`config.mk`:
```
export PLATFORM = sky130hd
export DESIGN_NAME = positional_list_insert_delete_core
export DESIGN_NICKNAME = d
export VERILOG_FILES = /design/src/design/plist_pkg.sv /design/src/design/plist_shifter.sv /design/src/design/positional_list_insert_delete_core.sv
export SDC_FILE = /design/constraint.sdc
export NUM_CORES = 1
export LEC_CHECK = 0
export ABC_CLOCK_PERIOD_IN_PS = 6100
export BUFFER_PORTS_ARGS = -buffer_cell sky130_fd_sc_hd__buf_2
export CORE_MARGIN = 2
export CORE_UTILIZATION = 45
export DETAILED_ROUTE_END_ITERATION = 10
export PLACE_DENSITY = 0.7
export RECOVER_POWER = 25
export SYNTH_ARGS = -nofsm -noshare
export SYNTH_HDL_FRONTEND = slang
export SYNTH_SLANG_ARGS = --single-unit
```
`constraint.sdc`:
```
create_clock -name i_clk -period 6.1 [get_ports i_clk]
set_clock_uncertainty 0.1 [all_clocks]
set_input_delay 1.22 -clock i_clk [delete_from_list [all_inputs] [get_ports i_clk]]
set_output_delay 1.22 -clock i_clk [all_outputs]
set_load 0.01 [all_outputs]
```
`src/design/plist_pkg.sv`:
```
`timescale 1ns / 1ps
// ----------------------------------------------------------------------------
// plist_pkg
// Shared sizes, status codes and the shift command for the positional list.
// ----------------------------------------------------------------------------
package plist_pkg;

    localparam int CAPACITY   = 16;
    localparam int DATA_WIDTH = 32;

    localparam int POS_W     = 5;
    localparam int LEN_OUT_W = 5;
    localparam int IDX_W     = (CAPACITY > 2) ? $clog2(CAPACITY) : 1;
    localparam int LEN_W     = $clog2(CAPACITY + 1);
    localparam int CMP_W     = ((POS_W > LEN_W) ? POS_W : LEN_W) + 1;

    typedef enum logic [1:0] {
        ST_DONE    = 2'd0,
        ST_INVALID = 2'd1,
        ST_FULL    = 2'd2
    } t_status;

    typedef struct packed {
        logic                  start;
        logic                  del;
        logic [IDX_W-1:0]      start_idx;
        logic [IDX_W-1:0]      stop_idx;
        logic [DATA_WIDTH-1:0] value;
    } t_shift_cmd;

endpackage

```
`src/design/plist_shifter.sv`:
```
`timescale 1ns / 1ps
// ----------------------------------------------------------------------------
// plist_shifter
// Entry storage with a one-move-per-cycle shift sequencer for insert/delete.
// ----------------------------------------------------------------------------
module plist_shifter import plist_pkg::*; (
    input  logic       i_clk,
    input  logic       i_rst_n,
    input  t_shift_cmd i_cmd,
    output logic       o_busy
);

    logic [DATA_WIDTH-1:0] r_mem [CAPACITY];
    logic                  r_busy;
    logic                  r_del;
    logic [IDX_W-1:0]      r_idx;
    logic [IDX_W-1:0]      r_stop;
    logic [DATA_WIDTH-1:0] r_val;

    logic [IDX_W-1:0]      n_rd_idx;
    logic                  n_last;

    // single read port: neighbor below on insert, neighbor above on delete
    assign n_rd_idx  = r_del ? (r_idx + IDX_W'(1)) : (r_idx - IDX_W'(1));
    assign n_last    = (r_idx == r_stop);
    assign o_busy    = r_busy;

    always_ff @(posedge i_clk) begin
        if (!i_rst_n) begin
            r_busy <= 1'b0;
        end else if (i_cmd.start) begin
            r_busy <= 1'b1;
        end else if (r_busy && n_last) begin
            r_busy <= 1'b0;
        end
    end

    always_ff @(posedge i_clk) begin
        if (i_cmd.start) begin
            r_del  <= i_cmd.del;
            r_idx  <= i_cmd.start_idx;
            r_stop <= i_cmd.stop_idx;
            r_val  <= i_cmd.value;
        end else if (r_busy) begin
            if (!n_last) begin
                r_mem[r_idx] <= r_mem[n_rd_idx];
                r_idx        <= n_rd_idx;
            end else if (!r_del) begin
                // gap is open: drop the new word in
                r_mem[r_idx] <= r_val;
            end
        end
    end

endmodule

```
`src/design/positional_list_insert_delete_core.sv`:
```
`timescale 1ns / 1ps
// ----------------------------------------------------------------------------
// positional_list_insert_delete_core
// Ordered list of signed words with insert and delete at a 1-based position.
// ----------------------------------------------------------------------------
// Timing: a refused request gives its result in the cycle after acceptance;
//   a done request gives its result once the shifter has moved its entries.
// Throughput: one request at a time; the shifter moves one entry per cycle.
// Reset: synchronous, active low; length clears to zero, entries are left
//   as they are and are only read after being written.
// ----------------------------------------------------------------------------
module positional_list_insert_delete_core import plist_pkg::*; (
    input  logic                    i_clk,
    input  logic                    i_rst_n,
    input  logic                    i_in_valid,
    output logic                    o_in_ready,
    input  logic                    i_action,
    input  logic [POS_W-1:0]        i_position,
    input  logic signed [31:0]      i_value,
    output logic                    o_out_valid,
    input  logic                    i_out_ready,
    output logic [1:0]              o_status,
    output logic [LEN_OUT_W-1:0]    o_length_after
);

    typedef enum logic [1:0] {
        S_IDLE = 2'b01,
        S_BUSY = 2'b10
    } t_state;

    t_state                 r_state;
    t_state                 n_state;
    logic [LEN_W-1:0]       r_len;
    logic                   r_out_valid;
    t_status                r_status;
    logic [LEN_OUT_W-1:0]   r_out_len;

    logic                   n_accept;
    logic                   n_slot_free;
    logic [CMP_W-1:0]       n_pos_x;
    logic [CMP_W-1:0]       n_len_x;
    logic                   n_ins_ok;
    logic                   n_del_ok;
    logic                   n_full;
    t_status                n_status;
    logic [LEN_W-1:0]       n_len;
    logic [IDX_W-1:0]       n_k;
    logic                   n_finish;
    logic                   w_busy;
    t_shift_cmd             n_cmd;

    assign n_slot_free = !r_out_valid || i_out_ready;
    assign o_in_ready  = (r_state == S_IDLE) && n_slot_free;
    assign n_accept    = i_in_valid && o_in_ready;

    assign n_pos_x  = CMP_W'(i_position);
    assign n_len_x  = CMP_W'(r_len);
    assign n_ins_ok = (i_position != '0) && (n_pos_x <= n_len_x + CMP_W'(1));
    assign n_del_ok = (i_position != '0) && (n_pos_x <= n_len_x);
    assign n_full   = (n_len_x == CMP_W'(CAPACITY));
    assign n_k      = IDX_W'(n_pos_x - CMP_W'(1));

    always_comb begin
        n_status = ST_DONE;
        n_len    = r_len;
        if (!i_action) begin
            if (!n_ins_ok) begin
                n_status = ST_INVALID;
            end else if (n_full) begin
                n_status = ST_FULL;
            end else begin
                n_len = r_len + LEN_W'(1);
            end
        end else begin
            if (!n_del_ok) begin
                n_status = ST_INVALID;
            end else begin
                n_len = r_len - LEN_W'(1);
            end
        end
    end

    always_comb begin
        n_cmd.start     = n_accept && (n_status == ST_DONE);
        n_cmd.del       = i_action;
        n_cmd.start_idx = i_action ? n_k : IDX_W'(r_len);
        n_cmd.stop_idx  = i_action ? IDX_W'(r_len - LEN_W'(1)) : n_k;
        n_cmd.value     = DATA_WIDTH'($unsigned(i_value));
    end

    plist_shifter u_shifter (
        .i_clk   (i_clk),
        .i_rst_n (i_rst_n),
        .i_cmd   (n_cmd),
        .o_busy  (w_busy)
    );

    // shift finished and the result slot can take the beat
    assign n_finish = (r_state == S_BUSY) && !w_busy && n_slot_free;

    always_comb begin
        n_state = r_state;
        unique case (r_state)
            S_IDLE: begin
                if (n_cmd.start) begin
                    n_state = S_BUSY;
                end
            end
            S_BUSY: begin
                if (n_finish) begin
                    n_state = S_IDLE;
                end
            end
            default: n_state = S_IDLE;
        endcase
    end

    always_ff @(posedge i_clk) begin
        if (!i_rst_n) begin
            r_state     <= S_IDLE;
            r_len       <= '0;
            r_out_valid <= 1'b0;
        end else begin
            r_state <= n_state;
            if (n_accept) begin
                r_len <= n_len;
            end
            if ((n_accept && (n_status != ST_DONE)) || n_finish) begin
                r_out_valid <= 1'b1;
            end else if (i_out_ready) begin
                r_out_valid <= 1'b0;
            end
        end
    end

    always_ff @(posedge i_clk) begin
        if (n_accept) begin
            r_status  <= n_status;
            r_out_len <= LEN_OUT_W'(n_len);
        end
    end

    assign o_out_valid    = r_out_valid;
    assign o_status       = r_status;
    assign o_length_after = r_out_len;

endmodule

```
==> results.sh <==
export IMPL_slowest_delay_ps=610
export IMPL_post_cts_buffers=0
export IMPL_placed_cell_area_mm2=0.00196
export IMPL_cts_tree="built"
export IMPL_path_cells="ha_1 > nand3_1 > xnor2_1 > ha_1 > nand3_1 > o21bai_1 > a31oi_4 > o2bb2ai_2 > mux2_4"
export IMPL_synth_seq_cells=25
export IMPL_worstSetupEndpointType="flip-flop"
export IMPL_die_y_um=67.8
export IMPL_crit_arrival_ps=3320
export IMPL_clkSinkCount=25
export IMPL_clockRootBuffer="clkbuf_8"
export IMPL_overflow=0
export IMPL_p_total_uw=506
export IMPL_grt_pass1_vias=1159
export IMPL_cts_resized=0
export IMPL_cpMaxStageDelayCell="o2bb2ai_2"
export IMPL_h_tree_depth=1
export IMPL_netlist_area_mm2=0.00183
export IMPL_antenna_found_initial=0
export IMPL_critPathTopFamily="compound AO/OA/AOI/OAI gates"
export IMPL_hpwl_mm=2.69
export IMPL_cts_reportedPaths_clkPinSlew_ps=90
export IMPL_wirelength_mm=3.52
export IMPL_p_seq_share_pct=45.9
export IMPL_required_ps=6020
export IMPL_synth_cell_type_count=50
export IMPL_die_width_um=67.8
export IMPL_reg2reg_slack_ps=2710
export IMPL_crit_cells=9
export IMPL_row_count=23
export IMPL_p_int_uw=340
export IMPL_maxCapViolations=0
export IMPL_via_per_inst=5.57
export IMPL_core_area_mm2=0.00397
export IMPL_via_count=1369
export IMPL_drc_errors=0
export IMPL_synthArstFlopShare_pct=0
export IMPL_die_area_mm2=0.00460
export IMPL_drive_above_1_share_pct=15.3
export IMPL_start_kind="flip-flop"
export IMPL_synth_edf_count=16
export IMPL_rr_worst_depth=9
export IMPL_final_cell_mix="xnor2_1, ha_1, edfxtp_1, nand2_1, buf_2"
export IMPL_syn_to_final_growth_pct=8.60
export IMPL_p_leak_nw=0.755
export IMPL_yosysSeqAreaShare_pct=36.0
export IMPL_hp_class="flip-flop to flip-flop"
export IMPL_switching_share_pct=32.9
export IMPL_ioPinCount=51
export IMPL_nNetsFinal=256
export IMPL_synth_avg_cell_area_um2=10.2
export IMPL_worstSetupPathType="flip-flop to flip-flop"
export IMPL_wire_per_inst_um=14.3
export IMPL_peakVddDrop_uv=117
export IMPL_path_buf_inv=0
export IMPL_setup_viol_count_final=0
export IMPL_fin_crit_sh_pct=55.6
export IMPL_power_net_switching_uw=167
export IMPL_grt_max_degree=23
export IMPL_cts_buffer_depth=2
export IMPL_yosys_warnings=0
export IMPL_synth_fp_nets=238
export IMPL_finalSetupTns_ps=0
export IMPL_p_comb_share_pct=34.8
export IMPL_hold_viol_final=0
export IMPL_cts_hold_fix_buffers=0
export IMPL_initial_core_util_pct=46.2
export IMPL_insertion_delay_ps=260
export IMPL_syn_inst=179
export IMPL_crit_path_max_fanout=15
export IMPL_grt_pass1_wl_mm=5.58
export IMPL_max_slew_margin_pct=35.5
export IMPL_place_ws_ps=2570
export IMPL_power_frac_clock_pct=19.3
export IMPL_filler_cell_count=379
export IMPL_hold_path_depth=2
export IMPL_numCtsBuffers=3
export IMPL_final_area_mm2=0.00199
export IMPL_drtIter0Drc=99
export IMPL_p_per_area_mw_per_mm2=254
export IMPL_fmax_ghz=0.295
export IMPL_outcome="completed"
export IMPL_fin_ws_ps=2710
export IMPL_rsz0062_at_grt="false"
export IMPL_drt_pre_antenna_iters=4
export IMPL_grt_total_usage_pct=16.1
export IMPL_tightest_slew_ps=968
export IMPL_io_buffer_count=18
export IMPL_slew_violations=0
export IMPL_fin_crit_ps=3390
export IMPL_gp_congestion=0.847
export IMPL_ant_nets=0
export IMPL_num_antenna_cells=0
export IMPL_synthFlopType="edfxtp_1"
## worst reg2reg max path, delay by kind of cell (launching register included)
kind,cells,cell delay [ps]
adders and majority gates,2,630
and+or+nand+nor,2,280
AOI/OAI and AO/OA,3,960
muxes,1,350
xor gates and xnor gates,1,280
DFF,1,560
## per-layer routing
metal | wire, µm | share of wire (%) | track usage (%) | vias to the layer above
met3 | 159 | 4.5 | 1.48 | 2
met5 | 0 | 0 | 0 | -
met4 | 28 | 0.80 | 3.00 | 0
li1 | - | - | - | 683
met2 | 1580 | 45 | 25.0 | 38
met1 | 1750 | 50 | 24.5 | 646
## cells by family after synthesis
group                      after synthesis  share of synthesized area, %
DFF                                     25                          36.0
muxes                                    8                          4.64
adders and majority gates               17                          12.0
AOI/OAI and AO/OA                       34                          15.0
xor gates and xnor gates                17                          8.12
and+or+nand+nor                         61                          20.1
buffers and inverters                   17                          4.10
## final cells by class
| cell class | instances | area (µm²) | share of cell area [%] |
|---|---|---|---|
| multi-input combinational | 137 | 1100 | 55.1 |
| sequential | 25 | 661 | 33.2 |
| timing repair buffer | 18 | 80.1 | 4.02 |
| tap | 50 | 62.6 | 3.14 |
| clock buffer | 4 | 45.0 | 2.26 |
| inverter | 12 | 45.0 | 2.26 |
## path summary, 6_finish.rpt
path | start | to
worst min register to register | r_len[4] | r_len[4]
worst min-delay path | r_len[4] | r_len[4]
worst max-delay path | r_len[0] | u_shifter.r_idx[1]
worst max register to register | r_len[0] | u_shifter.r_idx[1]
## power by group through the flow
stage | Sequential (mW) | Combinational, mW | Clock (mW)
after global placement | 0.235 | 0.174 | 0
final | 0.232 | 0.176 | 0.0977
after floorplan | 0.235 | 0.136 | 0
after CTS | 0.232 | 0.179 | 0.0975
after global routing | 0.237 | 0.200 | 0.104
after detailed placement | 0.236 | 0.178 | 0
## through the flow
stage	std cells	hold slack (ps)	util, %
2_1_floorplan	179	393	-
3_3_place_gp	242	421	49.2
3_5_place_dp	242	428	49.2
4_1_cts	246	440	50.4
5_1_grt	246	459	50.1
6_report	246	446	50.1
## registers in the layout (all words and copies together) (netlist names)
| signal | cells |
|---|---|
| o_length_after | 5 |
| o_out_valid | 1 |
| o_status | 2 |
| r_len | 5 |
| r_state | 2 |
| u_shifter.o_busy | 1 |
| u_shifter.r_del | 1 |
| u_shifter.r_idx | 4 |
| u_shifter.r_stop | 4 |
## cells in the mapped netlist (4+ instances only)
| library cell | number | area [µm²] |
|---|---|---|
| a21oi_1 | 5 | 25.0 |
| and3_1 | 4 | 25.0 |
| dfxtp_1 | 9 | 180 |
| edfxtp_1 | 16 | 480 |
| ha_1 | 16 | 200 |
| inv_1 | 9 | 33.8 |
| mux2i_1 | 7 | 70.1 |
| nand2_1 | 13 | 48.8 |
| nand3_1 | 9 | 45.0 |
| nor2_1 | 8 | 30.0 |
| nor3_1 | 5 | 25.0 |
| o21ai_0 | 6 | 30.0 |
| xnor2_1 | 16 | 140 |
Note: power is estimated with default switching activity, not from simulation.
